## src/design/narc_pkg.sv

```systemverilog
package narc_pkg;

   typedef enum logic [2:0] {
      MODE_IDLE          = 3'd0,
      MODE_SEND_DATA     = 3'd1,
      MODE_WAIT_ACK      = 3'd2,
      MODE_SEND_FAIL     = 3'd3,
      MODE_CAPACITY      = 3'd4,
      MODE_WAIT_JOIN     = 3'd5,
      MODE_WAIT_ADDR     = 3'd6,
      MODE_WAIT_JOIN_ACK = 3'd7
   } mode_type;

   typedef enum logic [2:0] {
      EV_NONE      = 3'd0,
      EV_CLKRST    = 3'd1,
      EV_DIRECTIVE = 3'd2,
      EV_MEAS      = 3'd3,
      EV_FAIL      = 3'd4,
      EV_ACK       = 3'd5,
      EV_JOIN      = 3'd6,
      EV_UNUSED    = 3'd7
   } event_type;

   typedef enum logic [2:0] {
      KIND_NONE = 3'd0,
      KIND_ACK  = 3'd1,
      KIND_DATA = 3'd2,
      KIND_FAIL = 3'd3,
      KIND_JOIN = 3'd4
   } kind_type;

   localparam int CsrIndexW = 1;
   localparam int CsrDataW  = 16;
   localparam logic [CsrIndexW-1:0] CSR_ACK_TIMEOUT  = 1'd0;
   localparam logic [CsrIndexW-1:0] CSR_MAX_ATTEMPTS = 1'd1;

   localparam logic [15:0] ACK_TIMEOUT_RESET  = 16'd1000;
   localparam logic [3:0]  MAX_ATTEMPTS_RESET = 4'd3;
   localparam logic [15:0] AGE_MAX            = 16'hFFFF;

   typedef struct packed {
      logic [2:0] new_event;
      logic       tick;
      logic       addr_ok;
      logic       line_busy;
   } req_type;

   typedef struct packed {
      mode_type ctl_state;
      kind_type send_kind;
      logic     take_directive;
      logic     clock_restart;
      logic     clear_sample;
      logic     gave_up;
      logic     address_reset;
      logic     joined;
   } rsp_type;

endpackage

```

## src/design/node_ack_retry_controller.sv

```systemverilog
// channel  | direction | handshake            | word
// req      | in        | req_valid/req_stall  | req_type: event, tick, addr_ok, line_busy
// rsp      | out       | rsp_valid/rsp_stall  | rsp_type: state, send kind, pulses, joined
// csr      | in        | csr_we               | index 0 ack_timeout_ms, 1 max_attempts
//
// One poll per clock unless req_stall holds it; its word appears in the result register in the cycle after accept.
// The state update is a single pass of compare and increment logic on the state registers.
// Synchronous active-high reset clears state, restores register defaults, empties rsp.
// req_stall follows rsp_stall only while a result word waits in the result register.
module node_ack_retry_controller import narc_pkg::*; (
   input  logic                 clock,
   input  logic                 reset,
   input  logic                 req_valid,
   output logic                 req_stall,
   input  req_type              req_data,
   output logic                 rsp_valid,
   input  logic                 rsp_stall,
   output rsp_type              rsp_data,
   input  logic                 csr_we,
   input  logic [CsrIndexW-1:0] csr_index,
   input  logic [CsrDataW-1:0]  csr_wdata
);

   logic [15:0] ack_timeout_ff;
   logic [3:0]  max_attempts_ff;

   mode_type    mode_ff, mode_in;
   event_type   latch_ff, latch_in;
   logic [3:0]  attempt_ff, attempt_in;
   logic [15:0] age_ff, age_in;
   logic        joined_ff, joined_in;

   logic        rsp_valid_ff;
   rsp_type     rsp_data_ff, rsp_data_in;

   logic        accept;
   event_type   ev;
   logic [15:0] age_tick;
   logic        timeout;
   logic        can_retry;
   kind_type    retry_kind;

   assign req_stall = rsp_valid_ff && rsp_stall;
   assign accept    = req_valid && !req_stall;
   assign rsp_valid = rsp_valid_ff;
   assign rsp_data  = rsp_data_ff;

   always_ff @(posedge clock) begin
      if (reset) begin
         ack_timeout_ff  <= ACK_TIMEOUT_RESET;
         max_attempts_ff <= MAX_ATTEMPTS_RESET;
      end else if (csr_we) begin
         unique case (csr_index)
            CSR_ACK_TIMEOUT:  ack_timeout_ff  <= csr_wdata;
            CSR_MAX_ATTEMPTS: max_attempts_ff <= csr_wdata[3:0];
            default: ;
         endcase
      end
   end

   always_comb begin
      ev = (req_data.new_event != EV_NONE) ? event_type'(req_data.new_event) : latch_ff;
      age_tick = (req_data.tick && age_ff != AGE_MAX) ? age_ff + 16'd1 : age_ff;
      timeout = age_tick >= ack_timeout_ff;
      can_retry = attempt_ff < max_attempts_ff;

      mode_in    = mode_ff;
      latch_in   = ev;
      attempt_in = attempt_ff;
      age_in     = age_tick;
      joined_in  = joined_ff;
      retry_kind = KIND_NONE;
      rsp_data_in = '0;

      unique case (mode_ff)
         MODE_IDLE: begin
            latch_in = EV_NONE;
            unique case (ev)
               EV_CLKRST: rsp_data_in.clock_restart = 1'b1;
               EV_DIRECTIVE: begin
                  rsp_data_in.take_directive = 1'b1;
                  mode_in = MODE_WAIT_ACK;
                  age_in = '0;
                  attempt_in = 4'd1;
                  rsp_data_in.send_kind = KIND_ACK;
               end
               EV_MEAS: begin
                  mode_in = MODE_SEND_DATA;
                  age_in = '0;
                  attempt_in = 4'd1;
                  rsp_data_in.send_kind = KIND_DATA;
               end
               EV_FAIL: begin
                  mode_in = MODE_SEND_FAIL;
                  age_in = '0;
                  attempt_in = 4'd1;
                  rsp_data_in.send_kind = KIND_FAIL;
               end
               default: ;
            endcase
         end
         MODE_SEND_DATA, MODE_WAIT_ACK, MODE_SEND_FAIL: begin
            unique case (mode_ff)
               MODE_SEND_DATA: retry_kind = KIND_DATA;
               MODE_WAIT_ACK:  retry_kind = KIND_ACK;
               default:        retry_kind = KIND_FAIL;
            endcase
            if (timeout && can_retry) begin
               age_in = '0;
               rsp_data_in.send_kind = retry_kind;
               attempt_in = attempt_ff + 4'd1;
            end
            if (timeout && !can_retry) begin
               mode_in = MODE_IDLE;
               latch_in = EV_NONE;
               rsp_data_in.gave_up = 1'b1;
               rsp_data_in.clear_sample = (mode_ff == MODE_SEND_DATA);
            end else if (ev == EV_ACK) begin
               mode_in = MODE_IDLE;
               latch_in = EV_NONE;
               rsp_data_in.clear_sample = (mode_ff == MODE_SEND_DATA);
            end
         end
         MODE_CAPACITY: ;
         MODE_WAIT_JOIN: begin
            if (ev == EV_JOIN) begin
               latch_in = EV_NONE;
               if (!req_data.line_busy) begin
                  rsp_data_in.send_kind = KIND_JOIN;
                  age_in = '0;
                  mode_in = MODE_WAIT_ADDR;
               end
            end
         end
         MODE_WAIT_ADDR: begin
            if (timeout) begin
               age_in = '0;
               mode_in = MODE_WAIT_JOIN;
            end
            if (ev == EV_JOIN) begin
               latch_in = EV_NONE;
               if (req_data.addr_ok) begin
                  mode_in = MODE_WAIT_JOIN_ACK;
                  age_in = '0;
                  joined_in = 1'b1;
                  rsp_data_in.send_kind = KIND_ACK;
               end else begin
                  mode_in = MODE_WAIT_JOIN;
               end
            end
         end
         MODE_WAIT_JOIN_ACK: begin
            if (timeout) begin
               mode_in = MODE_WAIT_JOIN;
               latch_in = EV_NONE;
               joined_in = 1'b0;
               rsp_data_in.address_reset = 1'b1;
            end else begin
               mode_in = MODE_CAPACITY;
            end
         end
      endcase

      rsp_data_in.ctl_state = mode_in;
      rsp_data_in.joined    = joined_in;
   end

   always_ff @(posedge clock) begin
      if (reset) begin
         mode_ff      <= MODE_IDLE;
         latch_ff     <= EV_NONE;
         attempt_ff   <= '0;
         age_ff       <= '0;
         joined_ff    <= 1'b0;
         rsp_valid_ff <= 1'b0;
      end else begin
         if (accept) begin
            mode_ff    <= mode_in;
            latch_ff   <= latch_in;
            attempt_ff <= attempt_in;
            age_ff     <= age_in;
            joined_ff  <= joined_in;
         end
         if (accept) begin
            rsp_valid_ff <= 1'b1;
         end else if (!rsp_stall) begin
            rsp_valid_ff <= 1'b0;
         end
      end
   end

   always_ff @(posedge clock) begin
      if (accept) begin
         rsp_data_ff <= rsp_data_in;
      end
   end

endmodule

```

## config.mk

```make
export PLATFORM = sky130hd
export DESIGN_NAME = node_ack_retry_controller
export DESIGN_NICKNAME = d
export VERILOG_FILES = /design/src/design/narc_pkg.sv /design/src/design/node_ack_retry_controller.sv
export SDC_FILE = /design/constraint.sdc
export NUM_CORES = 1
export LEC_CHECK = 0
export CORE_MARGIN = 8
export CORE_UTILIZATION = 30
export CTS_CLUSTER_DIAMETER = 150
export DETAILED_ROUTE_END_ITERATION = 10
export DONT_BUFFER_PORTS = 1
export GPL_TIMING_DRIVEN = 0
export HOLD_SLACK_MARGIN = 0.05
export PLACE_DENSITY_LB_ADDON = 0.12
export SLEW_MARGIN = 15
export SYNTH_ARGS = -nofsm -noshare
export SYNTH_HDL_FRONTEND = slang
export SYNTH_SLANG_ARGS = --single-unit
```

## constraint.sdc

```tcl
create_clock -name clock -period 3.8 [get_ports clock]
set_input_delay 0.95 -clock clock [delete_from_list [all_inputs] [get_ports clock]]
set_output_delay 0.95 -clock clock [all_outputs]
set_load 0.1 [all_outputs]
```

### After elaboration in Yosys (flattened, before gate mapping)

Index checks and enable logic that the tools add are counted.

| storage, ports and cells | value |
|---|---|
| logic and storage cells | 101 |
| bits of input ports | 28 |
| output and inout port bits | 14 |
| bits in registers | 60 |

| cells by class | value |
|---|---|
| equal/unequal tests | 16 |
| bitwise operators | 1 |
| mux-type cells | 48 |
| $lt $le $gt $ge | 2 |
| $add $sub $neg | 2 |
| reduce and logical (&&, ||, !) cells | 16 |

Operators by type and width:

| cell | number |
|---|---|
| 2-to-1 mux 16 bit | 8 |
| case mux 16 bit (4 select lines) | 1 |
| 2-to-1 mux 3 bit | 14 |
| case mux 3 bit (4 select lines) | 2 |
| equality test 3 bit (second input constant) | 6 |
| adder 16 x 1 -> 16 bit (second input constant) | 1 |
| >= comparator 16 bit | 1 |
| inequality test 16 bit (second input constant) | 1 |
| case mux 3 bit (5 select lines) | 1 |
| 2-to-1 mux 1 bit | 14 |
| equality test 3 x 2 -> 1 bit (second input constant) | 4 |
| case mux 3 bit (3 select lines) | 1 |
| 2-to-1 mux 4 bit | 2 |
| case mux 4 bit (2 select lines) | 1 |
| equality test 3 x 1 -> 1 bit (second input constant) | 2 |
| case mux 2 bit (3 select lines) | 1 |
| OR reduction 3 bit | 2 |
| logical AND 1 bit | 5 |
| adder 4 x 1 -> 4 bit (second input constant) | 1 |
| < comparator 4 bit | 1 |
| inequality test 2 bit (second input constant) | 2 |
| case mux 2 bit (2 select lines) | 1 |
| AND reduction 2 bit | 2 |
| AND reduction 4 bit | 1 |
| other kinds (9) | 10 |

### Logic depth before layout (Yosys ltp)

Gate-level depths: netlist of the first run.

| depth | value |
|---|---|
| depth after elaboration | 8 |
| depth in mapped cells | 16 |
| depth with buffers taken out | 15 |

### Worst setup path before layout of the first run

Ideal clock, no wire load.

| timing | value |
|---|---|
| path kind | input port to flip-flop |
| from | input req_data[2] in the netlist's numbering |
| to | register rsp_data_ff, in the netlist rsp_data[9], data pin |
| stages on the path | 14 |
| path slack | -0.151 ns |
| required time | 3.544 ns |
| buffers on the path | 2 |
| setup time | 0.256 ns |
| arrival | 3.695 ns |
| cell sequence | nand3_1 > or4_1 > clkbuf_1 > nor2_1 > xor2_1 > ha_1 > nand4_1 > or3_1 > a221oi_1 > or4_4 > buf_6 > o21ai_0 > a21boi_0 > a31o_2 |

| on the way | value |
|---|---|
| cells in the longest elaborated chain, start to end | 6 |
| elaborated cells between the ends (all ways) | 9 |
| classes of those cells | order compare: 1; mux: 6; reduce/logical: 2 |

RTL lines:

| element | line | text |
|---|---|---|
| from (decl) | node_ack_retry_controller.sv:15 | `input req_type req_data,` |
| logical AND 1 bit * | node_ack_retry_controller.sv:63 | `age_tick = (req_data.tick && age_ff != AGE_MAX) ? age_ff + 16'd1 : age_ff;` |
| 2-to-1 mux 16 bit * | node_ack_retry_controller.sv:63 |  |
| >= comparator 16 bit * | node_ack_retry_controller.sv:64 | `timeout = age_tick >= ack_timeout_ff;` |
| 2-to-1 mux 3 bit / logical AND 1 bit (equally long branches) | node_ack_retry_controller.sv:136, node_ack_retry_controller.sv:113 |  |
| 2-to-1 mux 3 bit (on tied branches) | node_ack_retry_controller.sv:140, node_ack_retry_controller.sv:113 |  |
| case mux 3 bit (5 select lines) * | node_ack_retry_controller.sv:75 | `unique case (mode_ff)` |
| net mode_in[0] | node_ack_retry_controller.sv:27 | `mode_type mode_ff, mode_in;` |
| to (signal assigned) | node_ack_retry_controller.sv:194 | `rsp_data_ff <= rsp_data_in;` |
| to (decl) | node_ack_retry_controller.sv:34 | `rsp_type rsp_data_ff, rsp_data_in;` |

The timed path passes the listed nets; every way through them passes the cells marked *.
A chain may end at the register's enable or synchronous reset.

### Final worst setup path of the first run

| timing | value |
|---|---|
| from | register age_ff[2] |
| to | register age_ff[9] |

| on the way | value |
|---|---|
| cells in the longest elaborated chain, start to end | 8 |
| elaborated cells between the ends (all ways) | 14 |
| classes of those cells | add/sub: 1; order compare: 1; eq/ne: 1; mux: 9; reduce/logical: 2 |

RTL lines:

| element | line | text |
|---|---|---|
| from (decl) | node_ack_retry_controller.sv:30 | `logic [15:0] age_ff, age_in;` |
| from (signal assigned) | node_ack_retry_controller.sv:181 | `age_ff <= age_in;` |
| branches (longest 2 deep; another with adder 16 x 1 -> 16 bit) | -- |  |
| 2-to-1 mux 16 bit * | node_ack_retry_controller.sv:63 |  |
| >= comparator 16 bit | node_ack_retry_controller.sv:64 |  |
| 2-to-1 mux 16 bit | node_ack_retry_controller.sv:136 | `if (timeout) begin` |
| 2-to-1 mux 16 bit | node_ack_retry_controller.sv:142 | `if (req_data.addr_ok) begin` |
| 2-to-1 mux 16 bit | node_ack_retry_controller.sv:140 | `if (ev == EV_JOIN) begin` |
| case mux 16 bit (4 select lines) * | node_ack_retry_controller.sv:75 |  |

Every way passes the cells marked *.

==> metrics.txt, run 1 <==
run status completed; total inserted antenna cells 0; number of H-tree branching levels 3; Die Outline Area 16000 sq um; number of nets in the layout 518; fraction of synthesis flops using an asynchronous set or reset pin 0%; maximum number of pins on one net before global-route repair 22; clk slew on worst S/H paths 0.05 ns; class of the tightest hold or removal check register to register; filler instances 1255; final worst path period share 98.4%; pwr/cell area 430 nW/um^2; startpoint type of the worst setup path register; endpoint arrival time on the critical path 3.99 ns; area growth from synthesis to final layout 19.7%; Leak 0.00171 uW; Cell variety after synth 67; Slew headroom 35.8%; library cell with the largest summed area after synthesis sky130_fd_sc_hd__dfxtp_1; vias in the first global route 3112; die height 126 um; endpoint kind of the worst setup timing path register; final number of setup-violating endpoints 0; total wirelength of the detailed-routed design 10200 um; DP Wirelength 7470 um; number of synthesized flops with an enable pin 12; smallest setup slack after layout 0.0606 ns; Worst Max-Slew Pin Slew 0.961 ns; gp weighted congestion 0.803; Root Driver sky130_fd_sc_hd__clkbuf_16; first-pass GRT wire length 16100 um; post-synthesis cell count 448; synthesized net count 497; per-cell via count in the routed design 5.29; number of vias after detailed routing 3288; number of failing hold endpoints at the final stage 0; GRT Total Usage 12.8%; peak supply drop 0.000284 V; dominant register cell in the synthesized netlist sky130_fd_sc_hd__dfxtp_1; share of post-route cells with drive strength above 1 14.8%; crit path kind register to register; # IOs 42; clock tree from TritonCTS done; Final Max Tran Viols 0; maximum capacitance violations 0; detailed-routing iteration count for the pre-antenna-repair pass 4; Achievable Freq 0.267 GHz; synthesis warning total 0; setup repair after global routing missed its margin true; Starting Density 30.5%; Synth Area per Inst 8.15 sq um; cell types occupying the most area after synthesis sky130_fd_sc_hd__dfxtp_1, sky130_fd_sc_hd__edfxtp_1, sky130_fd_sc_hd__ha_1; row count 40; area of combinational cells with multiple inputs 2190 sq um; Post-Synthesis Cell Area 3650 sq um; port buffer count 0; maximum clock path buffer count 2; initial antenna violation count 0; tightest hold margin 0.453 ns; Wirelength per Cell 16.4 um; sequential cell area 1330 sq um; residual DRC count 0; Clock Skews 0.00505 ns; Placement Setup Slack -0.311 ns; commonest cells after routing, fill and taps aside sky130_fd_sc_hd__nand2_1, sky130_fd_sc_hd__dfxtp_1, sky130_fd_sc_hd__nor2_1; register area share after synthesis 36.2%; count of clock tree sinks 60; Iter 0 DRT Violations 126; share of the synthesized area in the top cell type 26.3%; most common cell after layout, fill and taps aside sky130_fd_sc_hd__nand2_1; total core area 12000 sq um; data required time at the worst endpoint 4.05 ns; Post-DRT Antenna Nets 0; worst-skew pair later-pin latency 0.33 ns; highest net fanout along the worst path 7; number of flip-flops and latches in the synthesized netlist 60; number of buffers created by CTS 9; final critical-path required period 3.74 ns; Horiz. Die Dim 126 um; Remaining Overflow, GRT 0
==> report_power, final <==
group / internal, uW / leakage (uW) / total [uW] / switching (uW)
clock: 584 / 0.000157 / 870 / 286
sequential: 682 / 0.000514 / 767 / 85.8
combinational: 84.9 / 0.00104 / 240 / 155
total: 1350 / 0.00171 / 1880 / 527
==> timing repair <==
action	4_1_cts	5_1_grt
endpoints found under the setup margin	33	32
hold buffers	0	0
buffers inserted	6	4
gates resized for setup	7	28
pin swaps	4	20
cloned	0	2
==> sequential cells by signal (all words and copies together) (netlist names) <==
name	flops
ack_timeout_ff	16
max_attempts_ff	4
mode_ff	3
age_ff	16
rsp_data	12
joined_ff	1
rsp_valid	1
attempt_ff	4
latch_ff	3
==> final timing paths <==
path                                            to  slack [ns]          startpoint  depth (start not counted)
worst max-delay path                     age_ff[9]        0.06           age_ff[2]                         16
worst min-delay path            max_attempts_ff[3]        0.45  max_attempts_ff[3]                          2
worst max register to register           age_ff[9]        0.06           age_ff[2]                         16
worst min register to register  max_attempts_ff[3]        0.45  max_attempts_ff[3]                          2
==> critical path: stages (launching register included) <==
cell and delay, ns:
sky130_fd_sc_hd__dfxtp_2 0.32, sky130_fd_sc_hd__buf_6 0.10, sky130_fd_sc_hd__and4_4 0.22, sky130_fd_sc_hd__nand4_1 0.14
sky130_fd_sc_hd__or4_4 0.58, sky130_fd_sc_hd__nor2_4 0.15, sky130_fd_sc_hd__xor2_1 0.17, sky130_fd_sc_hd__ha_1 0.27
sky130_fd_sc_hd__nand4_1 0.13, sky130_fd_sc_hd__buf_4 0.13, sky130_fd_sc_hd__a21oi_2 0.03, sky130_fd_sc_hd__or4_4 0.59
sky130_fd_sc_hd__buf_6 0.15, sky130_fd_sc_hd__o211ai_4 0.25, sky130_fd_sc_hd__buf_6 0.17, sky130_fd_sc_hd__nand3_1 0.07
sky130_fd_sc_hd__a31oi_1 0.17
==> kinds of logic after synthesis <==
| logic type | share of synthesized area, % |
|---|---|
| mux | 1.47 |
| fa+ha+maj | 7.20 |
| simple gates | 25.5 |
| compound gates | 20.1 |
| xor+xnor | 3.36 |
| buf+inv | 6.17 |
| flops | 36.2 |
==> synth_stat cells (3+ instances only) <==
cell                       count
sky130_fd_sc_hd__xnor2_1      10
sky130_fd_sc_hd__ha_1         21
sky130_fd_sc_hd__xor2_1        4
sky130_fd_sc_hd__a31oi_1       6
sky130_fd_sc_hd__nand2_1      62
sky130_fd_sc_hd__nand3_1      21
sky130_fd_sc_hd__and3_1        8
sky130_fd_sc_hd__nor3_1       10
sky130_fd_sc_hd__a211o_1      11
sky130_fd_sc_hd__or3_1         4
sky130_fd_sc_hd__nand4_1       9
sky130_fd_sc_hd__o21ai_0      16
sky130_fd_sc_hd__inv_1        31
sky130_fd_sc_hd__nor2_1       44
sky130_fd_sc_hd__nor4_1        4
sky130_fd_sc_hd__a22o_1        5
sky130_fd_sc_hd__edfxtp_1     12
sky130_fd_sc_hd__nor2b_1       4
sky130_fd_sc_hd__a21oi_1      30
sky130_fd_sc_hd__clkbuf_1     18
sky130_fd_sc_hd__buf_2         3
sky130_fd_sc_hd__nor3b_1       4
sky130_fd_sc_hd__o31ai_1       5
sky130_fd_sc_hd__dfxtp_1      48
sky130_fd_sc_hd__nand2b_1      5
==> metrics by stage <==
stage	util [%]	total power [uW]	cells	cell area, sq um	setup TNS (ns)
2_1_floorplan	-	935	448	3670	0
3_3_place_gp	32.2	994	595	3850	-6.64
3_5_place_dp	32.2	996	595	3850	-6.05
4_1_cts	35.4	1890	616	4240	0
5_1_grt	36.5	1960	621	4370	-1.01
6_report	36.5	1880	621	4370	0
==> layout make-up <==
| cell class | count | share of cell area [%] |
|---|---|---|
| multi-input combinational | 332 | 50.1 |
| timing repair buffer | 12 | 2.72 |
| inverter | 32 | 2.75 |
| clock inverter | 6 | 1.77 |
| tap | 147 | 4.21 |
| clock buffer | 10 | 5.47 |
| buffer | 22 | 2.61 |
| sequential | 60 | 30.3 |
==> routing by layer <==
layer | track usage, % | routed length (um) | vias to the layer above
met4 | 6.44 | 204 | 0
met2 | 19.0 | 4450 | 67
met3 | 3.44 | 596 | 15
met1 | 16.8 | 4960 | 1557
li1 | - | - | 1649
met5 | 0 | 0 | -
Note: power is estimated with default switching activity, not from simulation.
==> run 2, diff against run 1 <==
Settings changed: CORE_UTILIZATION 30 to 48, REMOVE_ABC_BUFFERS set to 1.
==> run 2 against run 1 <==
Effect of this change:
- clock skew grew 0.0071 ns
- utilization grew 17 points
- count of clock-buffer cells in the layout grew 4
- global-route usage grew 4.9 points
- final area shrank 7.4%
- maximum frequency grew 2.2%
- via count shrank 3.0%
- critical path type unchanged
- critical endpoint is now age_ff[5]
- largest cell class unchanged
==> metrics.txt, run 2 (synthesis results as in run 1) <==
# IOs 42 (unchanged); worst min-delay path startpoint ack_timeout_ff[14]; endpoint arrival time on the critical path 3.94 ns (-0.05 ns); maximum clock path buffer count 2 (unchanged); tightest hold margin 0.448 ns (-0.00516 ns); number of H-tree branching levels 3 (unchanged); final critical-path required period 3.66 ns (-0.0822 ns); Root Driver sky130_fd_sc_hd__clkbuf_8; Post-DRT Antenna Nets 0 (unchanged); number of buffers created by CTS 9 (unchanged); final number of setup-violating endpoints 0 (unchanged); non-filler cells in the finished layout 553 (-11%); total inserted antenna cells 0 (unchanged); filler instances 734 (-42%); DP Wirelength 6050 um (-19%); Reg2Reg Setup Slack 0.14 ns (+0.08 ns); number of vias after detailed routing 3188 (-3.0%); detailed-routing iteration count for the pre-antenna-repair pass 5 (+1); run status completed; clock tree from TritonCTS done; Iter 0 DRT Violations 151 (+20%); maximum capacitance violations 0 (unchanged); Slew headroom 36.3% (+0.43 points); Hold EP ack_timeout_ff[14]; count of clock tree sinks 60 (unchanged); die height 103 um (-18%); most common cell after layout, fill and taps aside sky130_fd_sc_hd__nand2_1; data required time at the worst endpoint 4.08 ns (+0.03 ns); GRT Total Usage 17.7% (+4.9 points); highest net fanout along the worst path 18 (+11); per-cell via count in the routed design 5.76 (+8.9%); Wirelength per Cell 15.9 um (-3.3%); Min-Delay Path Depth 2 (unchanged); peak supply drop 0.000205 V (-28%); final worst path period share 96.2% (-2.2 points); path depth of the worst reg2reg path 14 (-2); share of post-route cells with drive strength above 1 13.7% (-1.0 points); Leak 0.00159 uW (-7.2%); vias in the first global route 3130 (+0.58%); gp weighted congestion 0.873 (+8.6%); port buffer count 0 (unchanged); area growth from synthesis to final layout 10.8%; worst flop-to-flop path endpoint age_ff[5]; worst-skew pair later-pin latency 0.35 ns (+0.02 ns); Achievable Freq 0.273 GHz (+2.2%); residual DRC count 0 (unchanged); Clock Skews 0.0121 ns (+0.00707 ns); Placement Setup Slack -0.667 ns (-0.356 ns); Horiz. Die Dim 103 um (-18%); smallest setup slack after layout 0.143 ns (+0.0822 ns); class of the tightest hold or removal check register to register; pwr/cell area 368 nW/um^2 (-14%); crit path kind register to register; Worst Max-Slew Pin Slew 0.955 ns (-0.00650 ns); startpoint type of the worst setup path register; R2R Path Start age_ff[2]; clk slew on worst S/H paths 0.07 ns (+0.02 ns); hold buffers post-CTS 0 (unchanged); number of nets in the layout 495 (-4.4%); total wirelength of the detailed-routed design 8800 um (-14%); cell count after placement 526 (-12%); Die Outline Area 10700 sq um (-33%); initial antenna violation count 0 (unchanged); maximum number of pins on one net before global-route repair 45 (+100%); number of failing hold endpoints at the final stage 0 (unchanged); total core area 7530 sq um (-37%); Final Max Tran Viols 0 (unchanged); setup repair after global routing missed its margin true; endpoint kind of the worst setup timing path register; commonest cells after routing, fill and taps aside sky130_fd_sc_hd__nand2_1, sky130_fd_sc_hd__nor2_1, sky130_fd_sc_hd__dfxtp_1; first-pass GRT wire length 14600 um (-9.1%); final cell utilization of the core 53.7% (+17 points); row count 32 (-20%); Starting Density 48.5% (+18 points); Remaining Overflow, GRT 0 (unchanged)
[run 2: cell types whose count changed in the layout (fill, tap and decap cells not counted), moves of 3 or more]
cell	before	now
sky130_fd_sc_hd__o21ai_2	4	0
sky130_fd_sc_hd__clkbuf_16	10	0
sky130_fd_sc_hd__buf_6	5	0
sky130_fd_sc_hd__dfxtp_4	0	3
sky130_fd_sc_hd__dfxtp_1	44	40
sky130_fd_sc_hd__clkbuf_8	1	11
sky130_fd_sc_hd__clkbuf_1	16	3
[run 2: stage by stage]
stage               total power (uW)  area, sq um  TNS (ns)
finish                          1490         4050         0
global route                    1550         4050    -0.119
CTS                             1500         3990         0
detailed placement               964         3670    -18.02
global placement                 959         3670    -14.26
floorplan                        918         3540    -0.968
[run 2: area by class of cell]
cell class / count / area [sq um] / area share (%)
clock buffers: 14 / 163 / 4.02
clock inverters: 2 / 10.0 / 0.247
inverters: 32 / 120 / 2.97
multi-input cells: 333 / 2200 / 54.3
flip-flops and latches: 60 / 1340 / 33.1
well taps: 102 / 128 / 3.15
repair buffers: 10 / 87.6 / 2.17
[run 2: metal layers]
layer / wire [um] / up-vias / track usage, %
li1: - / 1606 / -
met1: 3860 / 1473 / 21.1
met2: 4220 / 97 / 29.2
met3: 516 / 12 / 3.61
met4: 201 / 0 / 9.45
met5: 0 / - / 0
[run 2: worst max path at each step]
stage / slack, ns / from / endpoint / cells past startpoint
final: 0.14 / age_ff[2] / age_ff[5] / 14
after global routing: -0.03 / age_ff[2] / age_ff[2] / 14
after CTS: 0.02 / age_ff[2] / attempt_ff[3] / 13
after detailed placement: -0.67 / req_data[2] / age_ff[14] / 12
after global placement: -0.57 / req_data[2] / age_ff[14] / 12
after floorplan: -0.09 / req_data[2] / age_ff[12] / 12
[run 2: timing repair]
item / in CTS / in global routing
gates resized for setup: 18 / 12
endpoints found under the setup margin: 34 / 32
cloned: 1 / 0
pin swaps: 7 / 6
buffers inserted: 7 / 3
[run 2: worst max-delay path: stages, from the launching register on]
cell	delay (ns)
sky130_fd_sc_hd__dfxtp_4	0.38
sky130_fd_sc_hd__and4_4	0.23
sky130_fd_sc_hd__nand4_1	0.16
sky130_fd_sc_hd__or4_4	0.51
sky130_fd_sc_hd__buf_4	0.16
sky130_fd_sc_hd__xnor2_1	0.12
sky130_fd_sc_hd__ha_1	0.31
sky130_fd_sc_hd__buf_4	0.15
sky130_fd_sc_hd__a21oi_2	0.16
sky130_fd_sc_hd__a21oi_2	0.10
sky130_fd_sc_hd__or4_4	0.62
sky130_fd_sc_hd__o211ai_4	0.21
sky130_fd_sc_hd__buf_12	0.17
sky130_fd_sc_hd__and2_4	0.18
sky130_fd_sc_hd__a22o_1	0.12
[run 2: power breakdown]
part / switching (uW) / leakage (uW) / total, uW / internal, uW
combinational: 121 / 0.000978 / 197 / 75.6
sequential: 92.6 / 0.000517 / 771 / 678
clock: 249 / 0.0000905 / 520 / 271
